<file path="src/scaled_multiply_divide_hold_core_defines.svh">
// ----------------------------------------------------------------------------
// scaled multiply divide hold core - assertion macros
// shared concurrent assertion wrappers used by the rtl files
// ----------------------------------------------------------------------------
`ifndef SCALED_MULTIPLY_DIVIDE_HOLD_CORE_DEFINES_SVH
`define SCALED_MULTIPLY_DIVIDE_HOLD_CORE_DEFINES_SVH

// assertion on an explicit clock and active-low reset
`define SMDH_ASSERT_RST(lbl, clk, rst_n, prop, msg) \
  lbl: assert property (@(posedge clk) disable iff (!rst_n) prop) else $error(msg);

// assertion on the usual clk_i / rst_ni pair
`define SMDH_ASSERT(lbl, prop, msg) \
  `SMDH_ASSERT_RST(lbl, clk_i, rst_ni, prop, msg)

`endif

</file>
<file path="src/smdh_pkg.sv">
// ----------------------------------------------------------------------------
// smdh_pkg
// types, constants and helper functions of the scaled multiply divide core
// ----------------------------------------------------------------------------
`default_nettype none

package smdh_pkg;

  // field widths
  localparam int unsigned CH_W    = 4;
  localparam int unsigned VOLT_W  = 24;
  localparam int unsigned COUNT_W = 5;
  localparam int unsigned OUT_W   = 32;
  localparam int unsigned MODE_W  = 2;

  // serial datapath widths
  localparam int unsigned MCAND_W  = 27;  // |a| * 10 fits
  localparam int unsigned MPLIER_W = 24;  // |b| up to 2^23
  localparam int unsigned PROD_W   = 51;  // mcand * mplier
  localparam int unsigned PSUM_W   = PROD_W + 1;
  localparam int unsigned DIV_N_W  = 44;
  localparam int unsigned DIV_D_W  = 24;
  localparam int unsigned PDEN_W   = 7;   // product divisor up to 100
  localparam int unsigned AOS_W    = 28;  // a * 10, signed
  localparam int unsigned FRAC_W   = 16;

  localparam logic [VOLT_W-1:0]  ONE_VOLT   = 24'h01_0000;
  localparam logic signed [OUT_W-1:0] CLIP_POS = 32'sd655360;
  localparam logic signed [OUT_W-1:0] CLIP_NEG = -32'sd655360;
  localparam logic [DIV_N_W-1:0] SAT_POS_Q  = 44'h0_7FFF_FFFF;
  localparam logic [DIV_N_W-1:0] SAT_NEG_Q  = 44'h0_8000_0000;
  localparam logic [OUT_W-1:0]   SAT_POS    = 32'h7FFF_FFFF;
  localparam logic [OUT_W-1:0]   SAT_NEG    = 32'h8000_0000;

  // scale mode codes, code 3 behaves as x10
  localparam logic [MODE_W-1:0] MODE_X1  = 2'd0;
  localparam logic [MODE_W-1:0] MODE_X5  = 2'd1;

  typedef enum logic [1:0] {
    CFG_A_SCALE   = 2'd0,
    CFG_B_SCALE   = 2'd1,
    CFG_OUT_SCALE = 2'd2,
    CFG_CLIP      = 2'd3
  } cfg_reg_e;

  typedef enum logic [4:0] {
    ST_IDLE = 5'b00001,
    ST_MUL  = 5'b00010,
    ST_PDIV = 5'b00100,
    ST_QDIV = 5'b01000,
    ST_FIN  = 5'b10000
  } state_e;

  typedef struct packed {
    logic                start;
    logic [MCAND_W-1:0]  mcand;
    logic [MPLIER_W-1:0] mplier;
  } mul_req_t;

  typedef struct packed {
    logic               start;
    logic [DIV_N_W-1:0] dividend;
    logic [DIV_D_W-1:0] divisor;
  } div_req_t;

  typedef struct packed {
    logic busy;
    logic done;
  } unit_stat_t;

  // input divisor of a scale mode
  function automatic logic [3:0] den_code(input logic [MODE_W-1:0] mode);
    logic [3:0] r;
    case (mode)
      MODE_X1: r = 4'd1;
      MODE_X5: r = 4'd5;
      default: r = 4'd10;
    endcase
    return r;
  endfunction

  // unsigned magnitude times the output factor
  function automatic logic [MCAND_W-1:0] times_os(input logic [VOLT_W-1:0] x,
                                                  input logic [MODE_W-1:0] mode);
    logic [MCAND_W-1:0] x27;
    logic [MCAND_W-1:0] r;
    x27 = MCAND_W'(x);
    case (mode)
      MODE_X1: r = x27;
      MODE_X5: r = (x27 << 2) + x27;
      default: r = (x27 << 3) + (x27 << 1);
    endcase
    return r;
  endfunction

  // signed sample times the output factor
  function automatic logic signed [AOS_W-1:0] times_os_s(input logic signed [VOLT_W-1:0] x,
                                                         input logic [MODE_W-1:0] mode);
    logic signed [AOS_W-1:0] xe;
    logic signed [AOS_W-1:0] r;
    xe = AOS_W'(x);
    case (mode)
      MODE_X1: r = xe;
      MODE_X5: r = (xe <<< 2) + xe;
      default: r = (xe <<< 3) + (xe <<< 1);
    endcase
    return r;
  endfunction

  // apply sign to a rounded magnitude and saturate to 32 bits
  function automatic logic [OUT_W-1:0] sat_round(input logic neg,
                                                 input logic [DIV_N_W-1:0] q);
    logic [OUT_W:0]   negq;
    logic [OUT_W-1:0] r;
    negq = '0 - q[OUT_W:0];
    if (neg) begin
      r = (q > SAT_NEG_Q) ? SAT_NEG : negq[OUT_W-1:0];
    end else begin
      r = (q > SAT_POS_Q) ? SAT_POS : q[OUT_W-1:0];
    end
    return r;
  endfunction

  // optional clamp to plus or minus 10 V
  function automatic logic signed [OUT_W-1:0] clip10(input logic signed [OUT_W-1:0] v,
                                                     input logic en);
    logic signed [OUT_W-1:0] r;
    r = v;
    if (en && (v > CLIP_POS)) begin
      r = CLIP_POS;
    end else if (en && (v < CLIP_NEG)) begin
      r = CLIP_NEG;
    end
    return r;
  endfunction

endpackage

`default_nettype wire

</file>
<file path="src/smdh_serial_mul.sv">
// ----------------------------------------------------------------------------
// smdh_serial_mul
// bit-serial shift-add multiplier, one multiplier bit per cycle
// ----------------------------------------------------------------------------
`default_nettype none

module smdh_serial_mul
  import smdh_pkg::*;
(
  input  wire logic              clk_i,
  input  wire logic              rst_ni,
  input  wire mul_req_t          req_i,
  output unit_stat_t             stat_o,
  output logic [PROD_W-1:0]      product_o
);

  localparam int unsigned ACC_W = MCAND_W + 1 + MPLIER_W;
  localparam int unsigned CNT_W = $clog2(MPLIER_W);

  logic [ACC_W-1:0]   acc_q;
  logic [MCAND_W-1:0] mcand_q;
  logic [CNT_W-1:0]   cnt_q;
  logic               busy_q;
  logic               done_q;
  logic [MCAND_W:0]   sum;

  // high half plus multiplicand when the current low bit is set
  always_comb begin
    sum = acc_q[ACC_W-1:MPLIER_W];
    if (acc_q[0]) begin
      sum = acc_q[ACC_W-1:MPLIER_W] + (MCAND_W+1)'(mcand_q);
    end
  end

  always_ff @(posedge clk_i or negedge rst_ni) begin
    if (!rst_ni) begin
      busy_q <= 1'b0;
      done_q <= 1'b0;
      cnt_q  <= '0;
    end else begin
      done_q <= 1'b0;
      if (req_i.start) begin
        busy_q <= 1'b1;
        cnt_q  <= '0;
      end else if (busy_q) begin
        cnt_q <= cnt_q + 1'b1;
        if (cnt_q == CNT_W'(MPLIER_W - 1)) begin
          busy_q <= 1'b0;
          done_q <= 1'b1;
        end
      end
    end
  end

  always_ff @(posedge clk_i) begin
    if (req_i.start) begin
      acc_q   <= {(MCAND_W+1)'(0), req_i.mplier};
      mcand_q <= req_i.mcand;
    end else if (busy_q) begin
      acc_q <= {1'b0, sum, acc_q[MPLIER_W-1:1]};
    end
  end

  assign product_o   = acc_q[PROD_W-1:0];
  assign stat_o.busy = busy_q;
  assign stat_o.done = done_q;

endmodule

`default_nettype wire

</file>
<file path="src/smdh_serial_div.sv">
// ----------------------------------------------------------------------------
// smdh_serial_div
// restoring divider, one quotient bit per cycle
// ----------------------------------------------------------------------------
`default_nettype none

module smdh_serial_div
  import smdh_pkg::*;
(
  input  wire logic               clk_i,
  input  wire logic               rst_ni,
  input  wire div_req_t           req_i,
  output unit_stat_t              stat_o,
  output logic [DIV_N_W-1:0]      quotient_o
);

  localparam int unsigned CNT_W = $clog2(DIV_N_W);

  logic [DIV_D_W-1:0] rem_q;
  logic [DIV_N_W-1:0] quo_q;
  logic [DIV_D_W-1:0] den_q;
  logic [CNT_W-1:0]   cnt_q;
  logic               busy_q;
  logic               done_q;
  logic [DIV_D_W+1:0] trial;

  // shifted remainder minus divisor, top bit is the borrow
  assign trial = {1'b0, rem_q, quo_q[DIV_N_W-1]} - (DIV_D_W+2)'(den_q);

  always_ff @(posedge clk_i or negedge rst_ni) begin
    if (!rst_ni) begin
      busy_q <= 1'b0;
      done_q <= 1'b0;
      cnt_q  <= '0;
    end else begin
      done_q <= 1'b0;
      if (req_i.start) begin
        busy_q <= 1'b1;
        cnt_q  <= '0;
      end else if (busy_q) begin
        cnt_q <= cnt_q + 1'b1;
        if (cnt_q == CNT_W'(DIV_N_W - 1)) begin
          busy_q <= 1'b0;
          done_q <= 1'b1;
        end
      end
    end
  end

  always_ff @(posedge clk_i) begin
    if (req_i.start) begin
      rem_q <= '0;
      quo_q <= req_i.dividend;
      den_q <= req_i.divisor;
    end else if (busy_q) begin
      if (!trial[DIV_D_W+1]) begin
        rem_q <= trial[DIV_D_W-1:0];
        quo_q <= {quo_q[DIV_N_W-2:0], 1'b1};
      end else begin
        rem_q <= {rem_q[DIV_D_W-2:0], quo_q[DIV_N_W-1]};
        quo_q <= {quo_q[DIV_N_W-2:0], 1'b0};
      end
    end
  end

  assign quotient_o  = quo_q;
  assign stat_o.busy = busy_q;
  assign stat_o.done = done_q;

endmodule

`default_nettype wire

</file>
<file path="src/smdh_hold_store.sv">
// ----------------------------------------------------------------------------
// smdh_hold_store
// per-channel held quotient memory, reads as zero until written
// ----------------------------------------------------------------------------
`default_nettype none

module smdh_hold_store
  import smdh_pkg::*;
#(
  parameter int unsigned CHANNELS = 16
) (
  input  wire logic             clk_i,
  input  wire logic             rst_ni,
  input  wire logic             rd_en_i,
  input  wire logic [CH_W-1:0]  rd_ch_i,
  output logic [OUT_W-1:0]      rd_data_o,
  input  wire logic             wr_en_i,
  input  wire logic [CH_W-1:0]  wr_ch_i,
  input  wire logic [OUT_W-1:0] wr_data_i
);

  localparam int unsigned IDX_W  = (CHANNELS > 1) ? $clog2(CHANNELS) : 1;
  localparam int unsigned CH_NUM = 2 ** CH_W;

  logic [IDX_W-1:0]  idx_map [CH_NUM];
  logic [OUT_W-1:0]  mem_q [CHANNELS];
  logic [CHANNELS-1:0] valid_q;
  logic [OUT_W-1:0]  rd_data_q;
  logic [IDX_W-1:0]  rd_idx;
  logic [IDX_W-1:0]  wr_idx;

  // channel index wraps modulo the store depth
  for (genvar g = 0; g < CH_NUM; g++) begin : g_map
    localparam int unsigned M = g % CHANNELS;
    assign idx_map[g] = M[IDX_W-1:0];
  end

  assign rd_idx = idx_map[rd_ch_i];
  assign wr_idx = idx_map[wr_ch_i];

  always_ff @(posedge clk_i or negedge rst_ni) begin
    if (!rst_ni) begin
      valid_q <= '0;
    end else if (wr_en_i) begin
      valid_q[wr_idx] <= 1'b1;
    end
  end

  always_ff @(posedge clk_i) begin
    if (wr_en_i) begin
      mem_q[wr_idx] <= wr_data_i;
    end
    if (rd_en_i) begin
      rd_data_q <= valid_q[rd_idx] ? mem_q[rd_idx] : '0;
    end
  end

  assign rd_data_o = rd_data_q;

endmodule

`default_nettype wire

</file>
<file path="src/scaled_multiply_divide_hold_core.sv">
// ----------------------------------------------------------------------------
// scaled_multiply_divide_hold_core
// scaled product and held quotient of two control-voltage channels
// ----------------------------------------------------------------------------
// One transaction carries one channel of a polyphonic frame. The block returns
// the scaled product (A/as)*(B/bs)*os and the quotient A/B*os in Q16.16, both
// rounded to nearest with ties away from zero, saturated, and optionally
// clipped to +/-10 V. A missing input counts as 1 V; with B missing the
// quotient is A*os, and a zero divisor repeats that channel's held quotient
// (zero after reset). One transaction is worked on at a time, and a quotient
// is divided only when B is present and not zero. The work is done by the
// bit-serial shift-add multiplier (24 steps) and the one-bit restoring
// divider, which runs 44 steps for the product rounding and again for the
// quotient. A finished result waits in the output register while the next
// transaction is accepted. Configuration writes are taken at any time and
// should only be issued while the core is idle.
// ----------------------------------------------------------------------------
`default_nettype none

`include "scaled_multiply_divide_hold_core_defines.svh"

module scaled_multiply_divide_hold_core
  import smdh_pkg::*;
#(
  parameter int unsigned CHANNELS = 16
) (
  input  wire logic        clk_i,
  input  wire logic        rst_ni,
  // input stream
  input  wire logic        s_axis_tvalid_i,
  output logic             s_axis_tready_o,
  input  wire logic [63:0] s_axis_tdata_i,   // a_volts, b_volts, a_count, b_count
  input  wire logic [3:0]  s_axis_tuser_i,   // channel
  // output stream
  output logic             m_axis_tvalid_o,
  input  wire logic        m_axis_tready_i,
  output logic [63:0]      m_axis_tdata_o,   // product_volts, quotient_volts
  output logic [3:0]       m_axis_tuser_o,   // out_channel
  // register writes
  input  wire logic        cfg_valid_i,
  output logic             cfg_ready_o,
  input  wire logic [1:0]  cfg_index_i,
  input  wire logic [1:0]  cfg_data_i
);

  // configuration registers
  logic [MODE_W-1:0] a_mode_q;
  logic [MODE_W-1:0] b_mode_q;
  logic [MODE_W-1:0] o_mode_q;
  logic              clip_en_q;

  // control
  state_e state_q, state_d;
  logic   in_accept;
  logic   out_load;

  // unpacked input transaction
  logic [CH_W-1:0]          in_ch;
  logic signed [VOLT_W-1:0] in_a;
  logic signed [VOLT_W-1:0] in_b;
  logic [COUNT_W-1:0]       in_ac;
  logic [COUNT_W-1:0]       in_bc;
  logic                     a_on;
  logic                     b_on;
  logic [VOLT_W-1:0]        a_mag;
  logic [VOLT_W-1:0]        b_mag;
  logic [3:0]               a_den;
  logic [3:0]               b_den;

  // per-transaction working registers
  logic [CH_W-1:0]         ch_q;
  logic                    neg_q;
  logic                    b_on_q;
  logic                    b_zero_q;
  logic [MCAND_W-1:0]      mcand_q;
  logic [VOLT_W-1:0]       bmag_q;
  logic signed [AOS_W-1:0] aos_q;
  logic [PDEN_W-1:0]       pden_q;
  logic [OUT_W-1:0]        prod_q;
  logic [OUT_W-1:0]        quot_q;

  // output register
  logic             m_tvalid_q;
  logic [OUT_W-1:0] m_prod_q;
  logic [OUT_W-1:0] m_quot_q;
  logic [CH_W-1:0]  m_ch_q;

  // serial units and held store
  mul_req_t          mul_req;
  unit_stat_t        mul_stat;
  logic [PROD_W-1:0] mul_product;
  div_req_t          div_req;
  unit_stat_t        div_stat;
  logic [DIV_N_W-1:0] div_quot;
  logic [OUT_W-1:0]  held_rd;
  logic              st_wr_en;
  logic [PSUM_W-1:0] pdiv_sum;
  logic [OUT_W-1:0]  fin_quot;

  // --------------------------------------------------------------------------
  // configuration port, always ready
  // --------------------------------------------------------------------------
  assign cfg_ready_o = 1'b1;

  always_ff @(posedge clk_i or negedge rst_ni) begin
    if (!rst_ni) begin
      a_mode_q  <= MODE_X1;
      b_mode_q  <= MODE_X1;
      o_mode_q  <= MODE_X1;
      clip_en_q <= 1'b0;
    end else if (cfg_valid_i) begin
      case (cfg_index_i)
        CFG_A_SCALE:   a_mode_q  <= cfg_data_i;
        CFG_B_SCALE:   b_mode_q  <= cfg_data_i;
        CFG_OUT_SCALE: o_mode_q  <= cfg_data_i;
        CFG_CLIP:      clip_en_q <= cfg_data_i[0];
        default: ;
      endcase
    end
  end

  // --------------------------------------------------------------------------
  // input transaction decode
  // --------------------------------------------------------------------------
  assign s_axis_tready_o = (state_q == ST_IDLE);
  assign in_accept       = s_axis_tvalid_i && s_axis_tready_o;

  assign in_ch = s_axis_tuser_i;
  assign in_a  = $signed(s_axis_tdata_i[23:0]);
  assign in_b  = $signed(s_axis_tdata_i[47:24]);
  assign in_ac = s_axis_tdata_i[52:48];
  assign in_bc = s_axis_tdata_i[57:53];

  // a single-channel input is shared by every channel
  assign a_on = ({1'b0, in_ch} < in_ac) || (in_ac == COUNT_W'(1));
  assign b_on = ({1'b0, in_ch} < in_bc) || (in_bc == COUNT_W'(1));

  assign a_mag = in_a[VOLT_W-1] ? (VOLT_W'(0) - s_axis_tdata_i[23:0]) : s_axis_tdata_i[23:0];
  assign b_mag = in_b[VOLT_W-1] ? (VOLT_W'(0) - s_axis_tdata_i[47:24]) : s_axis_tdata_i[47:24];

  // an absent input is 1 V and is not scaled
  assign a_den = den_code(a_on ? a_mode_q : MODE_X1);
  assign b_den = den_code(b_on ? b_mode_q : MODE_X1);

  // multiplicand (A or 1 V) * os also serves as the quotient numerator
  assign mul_req.start  = in_accept;
  assign mul_req.mcand  = times_os(a_on ? a_mag : ONE_VOLT, o_mode_q);
  assign mul_req.mplier = b_on ? b_mag : ONE_VOLT;

  always_ff @(posedge clk_i) begin
    if (in_accept) begin
      ch_q     <= in_ch;
      neg_q    <= (a_on && in_a[VOLT_W-1]) ^ (b_on && in_b[VOLT_W-1]);
      b_on_q   <= b_on;
      b_zero_q <= (in_b == '0);
      mcand_q  <= mul_req.mcand;
      bmag_q   <= b_mag;
      aos_q    <= times_os_s(in_a, o_mode_q);
      pden_q   <= {3'b000, a_den} * {3'b000, b_den};
    end
  end

  // --------------------------------------------------------------------------
  // serial arithmetic
  // --------------------------------------------------------------------------
  smdh_serial_mul u_mul (
    .clk_i     (clk_i),
    .rst_ni    (rst_ni),
    .req_i     (mul_req),
    .stat_o    (mul_stat),
    .product_o (mul_product)
  );

  // product rounding: floor((num + d*2^15) / 2^16) then divide by d
  assign pdiv_sum = {1'b0, mul_product} + PSUM_W'({pden_q, 15'b0});

  always_comb begin
    div_req = '0;
    if ((state_q == ST_MUL) && mul_stat.done) begin
      div_req.start    = 1'b1;
      div_req.dividend = DIV_N_W'(pdiv_sum[PSUM_W-1:FRAC_W]);
      div_req.divisor  = DIV_D_W'(pden_q);
    end else if ((state_q == ST_PDIV) && div_stat.done && b_on_q && !b_zero_q) begin
      // quotient: (|A or 1 V| * os * 2^16 + |B|/2) / |B|
      div_req.start    = 1'b1;
      div_req.dividend = DIV_N_W'({mcand_q, 16'h0000}) + DIV_N_W'(bmag_q[VOLT_W-1:1]);
      div_req.divisor  = bmag_q;
    end
  end

  smdh_serial_div u_div (
    .clk_i      (clk_i),
    .rst_ni     (rst_ni),
    .req_i      (div_req),
    .stat_o     (div_stat),
    .quotient_o (div_quot)
  );

  always_ff @(posedge clk_i) begin
    if ((state_q == ST_PDIV) && div_stat.done) begin
      prod_q <= clip10(sat_round(neg_q, div_quot), clip_en_q);
    end
    if ((state_q == ST_QDIV) && div_stat.done) begin
      quot_q <= clip10(sat_round(neg_q, div_quot), clip_en_q);
    end
  end

  // --------------------------------------------------------------------------
  // sequencer
  // --------------------------------------------------------------------------
  always_comb begin
    state_d = state_q;
    case (state_q)
      ST_IDLE: begin
        if (in_accept) begin
          state_d = ST_MUL;
        end
      end
      ST_MUL: begin
        if (mul_stat.done) begin
          state_d = ST_PDIV;
        end
      end
      ST_PDIV: begin
        if (div_stat.done) begin
          state_d = (b_on_q && !b_zero_q) ? ST_QDIV : ST_FIN;
        end
      end
      ST_QDIV: begin
        if (div_stat.done) begin
          state_d = ST_FIN;
        end
      end
      ST_FIN: begin
        if (out_load) begin
          state_d = ST_IDLE;
        end
      end
      default: state_d = ST_IDLE;
    endcase
  end

  always_ff @(posedge clk_i or negedge rst_ni) begin
    if (!rst_ni) begin
      state_q <= ST_IDLE;
    end else begin
      state_q <= state_d;
    end
  end

  // --------------------------------------------------------------------------
  // held quotient store, read on acceptance and written back on completion when B is present
  // --------------------------------------------------------------------------
  smdh_hold_store #(
    .CHANNELS (CHANNELS)
  ) u_store (
    .clk_i     (clk_i),
    .rst_ni    (rst_ni),
    .rd_en_i   (in_accept),
    .rd_ch_i   (in_ch),
    .rd_data_o (held_rd),
    .wr_en_i   (st_wr_en),
    .wr_ch_i   (ch_q),
    .wr_data_i (fin_quot)
  );

  // zero divisor re-clips the held value, absent b passes a * os
  always_comb begin
    if (b_on_q) begin
      fin_quot = b_zero_q ? clip10(held_rd, clip_en_q) : quot_q;
    end else begin
      fin_quot = clip10(OUT_W'(aos_q), clip_en_q);
    end
  end

  assign out_load = (state_q == ST_FIN) && (!m_tvalid_q || m_axis_tready_i);
  assign st_wr_en = out_load && b_on_q;

  // --------------------------------------------------------------------------
  // output register
  // --------------------------------------------------------------------------
  always_ff @(posedge clk_i or negedge rst_ni) begin
    if (!rst_ni) begin
      m_tvalid_q <= 1'b0;
    end else if (out_load) begin
      m_tvalid_q <= 1'b1;
    end else if (m_axis_tready_i) begin
      m_tvalid_q <= 1'b0;
    end
  end

  always_ff @(posedge clk_i) begin
    if (out_load) begin
      m_prod_q <= prod_q;
      m_quot_q <= fin_quot;
      m_ch_q   <= ch_q;
    end
  end

  assign m_axis_tvalid_o = m_tvalid_q;
  assign m_axis_tdata_o  = {m_quot_q, m_prod_q};
  assign m_axis_tuser_o  = m_ch_q;

  // --------------------------------------------------------------------------
  // assertions
  // --------------------------------------------------------------------------
  `SMDH_ASSERT(a_units_idle, s_axis_tready_o |-> !mul_stat.busy && !div_stat.busy, "serial unit busy while accepting")
  `SMDH_ASSERT(a_qdiv_needed, (state_q == ST_QDIV) |-> b_on_q && !b_zero_q, "quotient division without a divisor")
  `SMDH_ASSERT(a_result_from_fin, $rose(m_tvalid_q) |-> $past(state_q == ST_FIN), "result shown outside completion")
  `SMDH_ASSERT(a_clip_range, (m_tvalid_q && clip_en_q) |-> ($signed(m_prod_q) <= CLIP_POS) && ($signed(m_prod_q) >= CLIP_NEG) && ($signed(m_quot_q) <= CLIP_POS) && ($signed(m_quot_q) >= CLIP_NEG), "clipped result out of range")

endmodule

`default_nettype wire

</file>
<file path="config.mk">
export PLATFORM = sky130hd
export DESIGN_NAME = scaled_multiply_divide_hold_core
export DESIGN_NICKNAME = d
export VERILOG_FILES = /design/src/smdh_pkg.sv /design/src/smdh_serial_mul.sv /design/src/smdh_serial_div.sv /design/src/smdh_hold_store.sv /design/src/scaled_multiply_divide_hold_core.sv
export VERILOG_INCLUDE_DIRS = /design/src /design/src/src
export SDC_FILE = /design/constraint.sdc
export NUM_CORES = 1
export LEC_CHECK = 0
export ABC_CLOCK_PERIOD_IN_PS = 8290
export BUFFER_PORTS_ARGS = -buffer_cell sky130_fd_sc_hd__buf_4
export CORE_ASPECT_RATIO = 1.2
export CORE_MARGIN = 10
export CORE_UTILIZATION = 63
export CTS_CLUSTER_SIZE = 16
export DETAILED_ROUTE_END_ITERATION = 8
export GPL_TIMING_DRIVEN = 1
export HOLD_SLACK_MARGIN = 0.1
export PLACE_DENSITY = 0.89
export SLEW_MARGIN = 20
export SYNTH_ARGS = -nofsm -noshare
export SYNTH_HDL_FRONTEND = slang
export SYNTH_SLANG_ARGS = --single-unit
</file>
<file path="constraint.sdc">
create_clock -name clk_i -period 8.29 [get_ports clk_i]
set_input_delay 1.2435 -clock clk_i [delete_from_list [all_inputs] [get_ports clk_i]]
set_output_delay 1.2435 -clock clk_i [all_outputs]
set_load 0.01 [all_outputs]
</file>
==> impl_metrics.csv <==
group,metric,value,unit
outcome,run_status,"complete, no violations",
worst_setup_path,required,8.67,ns
logic_synthesis,yosys_warnings,0,
power,pwr-share-seq,43.6,%
power,swShare,32.86,%
layout,fillers,4536,
min_path,min_path_cells,0,
clocking,cts_root_buf,"clkbuf_16",
placement,post-place-ws,1.991,ns
logic_synthesis,synthArstFlopShare,4.603,%
placement,gp_congestion,0.9541,
layout,multi_input_area,17780,um^2
grt,overflow,0,
worst_setup_path,r2r-end,"prod_q[15]",
logic_synthesis,synth_fp_nets,3745,
logic_synthesis,ys_dominant_reg_cell,"edfxtp_1",
power,internal-power,9.676,mW
layout,fin_nets,3855,
route,routedWlPerCell,29.03,um
route,postRouteAntennaNets,0,
min_path,hp-class,"flip-flop to flip-flop",
worst_setup_path,cp-end-kind,"flip-flop",
route,vias,32670,
worst_setup_path,reg2reg_slack,2.69,ns
floorplanning,die-height,318.2,um
timing,slew_violations,0,
timing,fin_ws,2.319,ns
job,drv_cap,0,
timing,finalClockSkew,0.07187,ns
timing,max_slew_margin,14.53,%
layout,design_area,51840,um^2
timing,finalSetupViolCount,0,
logic_synthesis,synth_cell_type_count,96,
route,remaining_drc_errors,0,
floorplanning,start_util,63.41,%
floorplanning,core-area,73650,um^2
floorplanning,rows,109,
route,routed_wirelength,135.3,mm
logic_synthesis,synth-seq-cells,956,
placement,port_buffers,140,
timing,final.min_clock_period,5.971,ns
clocking,cts_resized,0,
min_path,min-delay-start,"prod_q[20]",
timing,min_period_over_period,72.03,%
min_path,min_to,"m_prod_q[20]",
grt,global_route.usage.total,31.64,%
worst_setup_path,cp_data_arrival_time,6.35,ns
layout,fin_cells,4661,
power,ir_drop,366.6,uV
clocking,numCtsBuffers,89,
placement,dpl.hpwl,82.23,mm
worst_setup_path,r2r-start,"u_div.quotient_o[0]",
floorplanning,die_width,268.5,um
power,powerDensity,278.0,nW/um^2
logic_synthesis,ys_seq_area_share,59.91,%
timing,finalSetupTns,0,ns
worst_setup_path,r2r_cells,11,
clocking,cts_tree,"done",
layout,seqCellArea,27980,um^2
logic_synthesis,netlist_area,46700,um^2
power,combPwrFrac,27.4,%
power,p_switching,4.735,mW
logic_synthesis,synth_edf_count,861,
grt,grt_pass1_wl,203.0,mm
floorplanning,io_pins,148,
logic_synthesis,syn_area_per_cell,13.23,um^2
power,clkPwrFrac,29.0,%
clocking,holdBufCountCts,0,
timing,tightest_slew,1.269,ns
layout,drive_gt1_share,16.32,%
route,firstDrtPassIters,7,
clocking,post_cts_buffers,0,
grt,grt_pass1_vias,32150,
placement,dp.cells,4492,
logic_synthesis,syn_inst,3530,
timing,hold_violations,0,
route,viasPerCell,7.010,
power,p_total,14.41,mW
power,p_leak,18.41,nW
clocking,htreeDepth,3,
placement,dpl-instance-area,48810,um^2
clocking,clkSlewWorstSetupHoldPaths,0.06,ns
worst_setup_path,cp_max_fo,12,
grt,antenna_found_initial,5,
floorplanning,die-area,85460,um^2
route,drtIter0Drc,4399,
layout,syn2layout_area_growth,11.02,%
clocking,numClockSinks,956,
grt,grt_max_degree,102,
clocking,insertion_delay,0.70,ns
timing,max_freq,167.5,MHz
clocking,clk_path_buf_depth,3,
worst_setup_path,start_kind,"primary input",
worst_setup_path,path_class,"primary input to flip-flop",
timing,rsz0062_at_grt,"false",
stage by stage:
step | hold WS (ns) | util (%)
after CTS | 0.4200 | 70.29
after global routing | 0.4209 | 70.38
after detailed placement | 0.4054 | 66.28
after floorplan | 0.4003 | -
after global placement | 0.4021 | 66.27
final | 0.4195 | 70.39
Yosys cell counts (31+ instances only):
| master | count | share of area, % |
|---|---|---|
| nor2_1 | 252 | 2.0 |
| o21ai_0 | 200 | 2.1 |
| and2_1 | 35 | 0.47 |
| mux4_2 | 164 | 7.9 |
| or2_2 | 31 | 0.42 |
| a21oi_1 | 181 | 1.9 |
| a21o_1 | 55 | 0.88 |
| inv_1 | 123 | 0.99 |
| nor2b_1 | 56 | 0.75 |
| nand2_1 | 258 | 2.1 |
| nand3_1 | 54 | 0.58 |
| edfxtp_1 | 861 | 55 |
| dfxtp_1 | 51 | 2.2 |
| ha_1 | 131 | 3.5 |
| nor3_1 | 72 | 0.77 |
| dfrtp_1 | 43 | 2.3 |
| nor4_1 | 37 | 0.50 |
| mux2i_1 | 62 | 1.3 |
| clkbuf_1 | 143 | 1.1 |
| xor2_1 | 77 | 1.4 |
| xnor2_1 | 116 | 2.2 |
metal layers:
layer	GRT usage (%)	wire length (um)	part of all wire [%]
met1	37.23	44680	33
met2	51.54	64950	48
met3	7.606	15090	11
met4	20.13	10540	7.8
met5	0	33	0.024
worst max path at each step:
stage          depth (start not counted)                   to                from
4_1_cts                               20    u_mul.mcand_q[20]  s_axis_tdata_i[51]
2_1_floorplan                          5  u_store.mem_q[0][0]     m_axis_tready_i
5_1_grt                               18    u_mul.mcand_q[20]  s_axis_tdata_i[51]
6_report                              20    u_mul.mcand_q[20]  s_axis_tdata_i[51]
3_5_place_dp                          19    u_mul.mcand_q[20]  s_axis_tdata_i[51]
3_3_place_gp                          19    u_mul.mcand_q[20]   s_axis_tuser_i[0]
cell type report:
class / instances / share of cell area [%]
Clock buffer: 108 / 4.492
Sequential cell: 956 / 53.97
Inverter: 124 / 0.9075
Clock inverter: 57 / 1.200
Timing Repair Buffer: 195 / 2.838
Antenna cell: 4 / 0.01931
Tap cell: 943 / 2.276
Multi-Input combinational cell: 2274 / 34.29
power groups by stage:
stage / logic [mW] / clock network (mW) / registers (mW)
after floorplan: 2.91 / 0 / 6.19
after global placement: 3.63 / 0 / 6.32
after detailed placement: 3.75 / 0 / 6.34
after CTS: 3.85 / 4.19 / 6.25
after global routing: 4.34 / 4.36 / 6.30
final: 3.95 / 4.18 / 6.28
worst max-delay path, cell delays in order:
cell and delay [ns]:
buf_4 0.08, inv_1 0.05, ha_1 0.27, nor2_1 0.04
a311oi_1 0.84, nand2_1 0.17, buf_4 0.24, nand2_1 0.19
inv_1 0.13, ha_1 0.35, a211oi_1 0.35, o21bai_1 0.15
a21oi_1 0.33, a21oi_1 0.15, o211ai_1 0.30, a21oi_1 0.20
nor4b_4 0.46, mux2i_1 0.14, a2111oi_1 0.50, a221oi_1 0.15
kinds of logic (layout without fill, tap and decap cells):
| kind of cell | after synthesis | after routing | synth area share, % |
|---|---|---|---|
| buf+inv | 300 | 484 | 2.505 |
| compound gates | 737 | 737 | 10.30 |
| other cells | 1 | 5 | 0.008030 |
| mux | 240 | 240 | 9.576 |
| fa+ha+maj | 138 | 138 | 3.810 |
| xor+xnor | 193 | 193 | 3.620 |
| flops | 956 | 956 | 59.91 |
| simple gates | 965 | 965 | 10.27 |
flip-flops by register name, summed over array words and instances, names as in the netlist, 16 cells and up:
register,cells
u_store.mem_q,512
u_mul.acc_q,51
u_div.quotient_o,44
m_prod_q,32
m_quot_q,32
prod_q,32
quot_q,32
u_store.rd_data_o,32
aos_q,28
u_mul.mcand_q,27
bmag_q,24
u_div.den_q,24
u_div.rem_q,24
u_store.valid_q,16
cell usage in the layout (no fill, tap or decap), types with 77 or more instances in the layout:
cell type and instances:
xnor2_1 116, inv_1 122, buf_4 192, ha_1 131, nand2_1 257, mux4_2 164, xor2_1 77, a21oi_1 179
edfxtp_1 861, clkbuf_16 89, nor2_1 237, o21ai_0 192
Power figures use the tool's default switching activity.
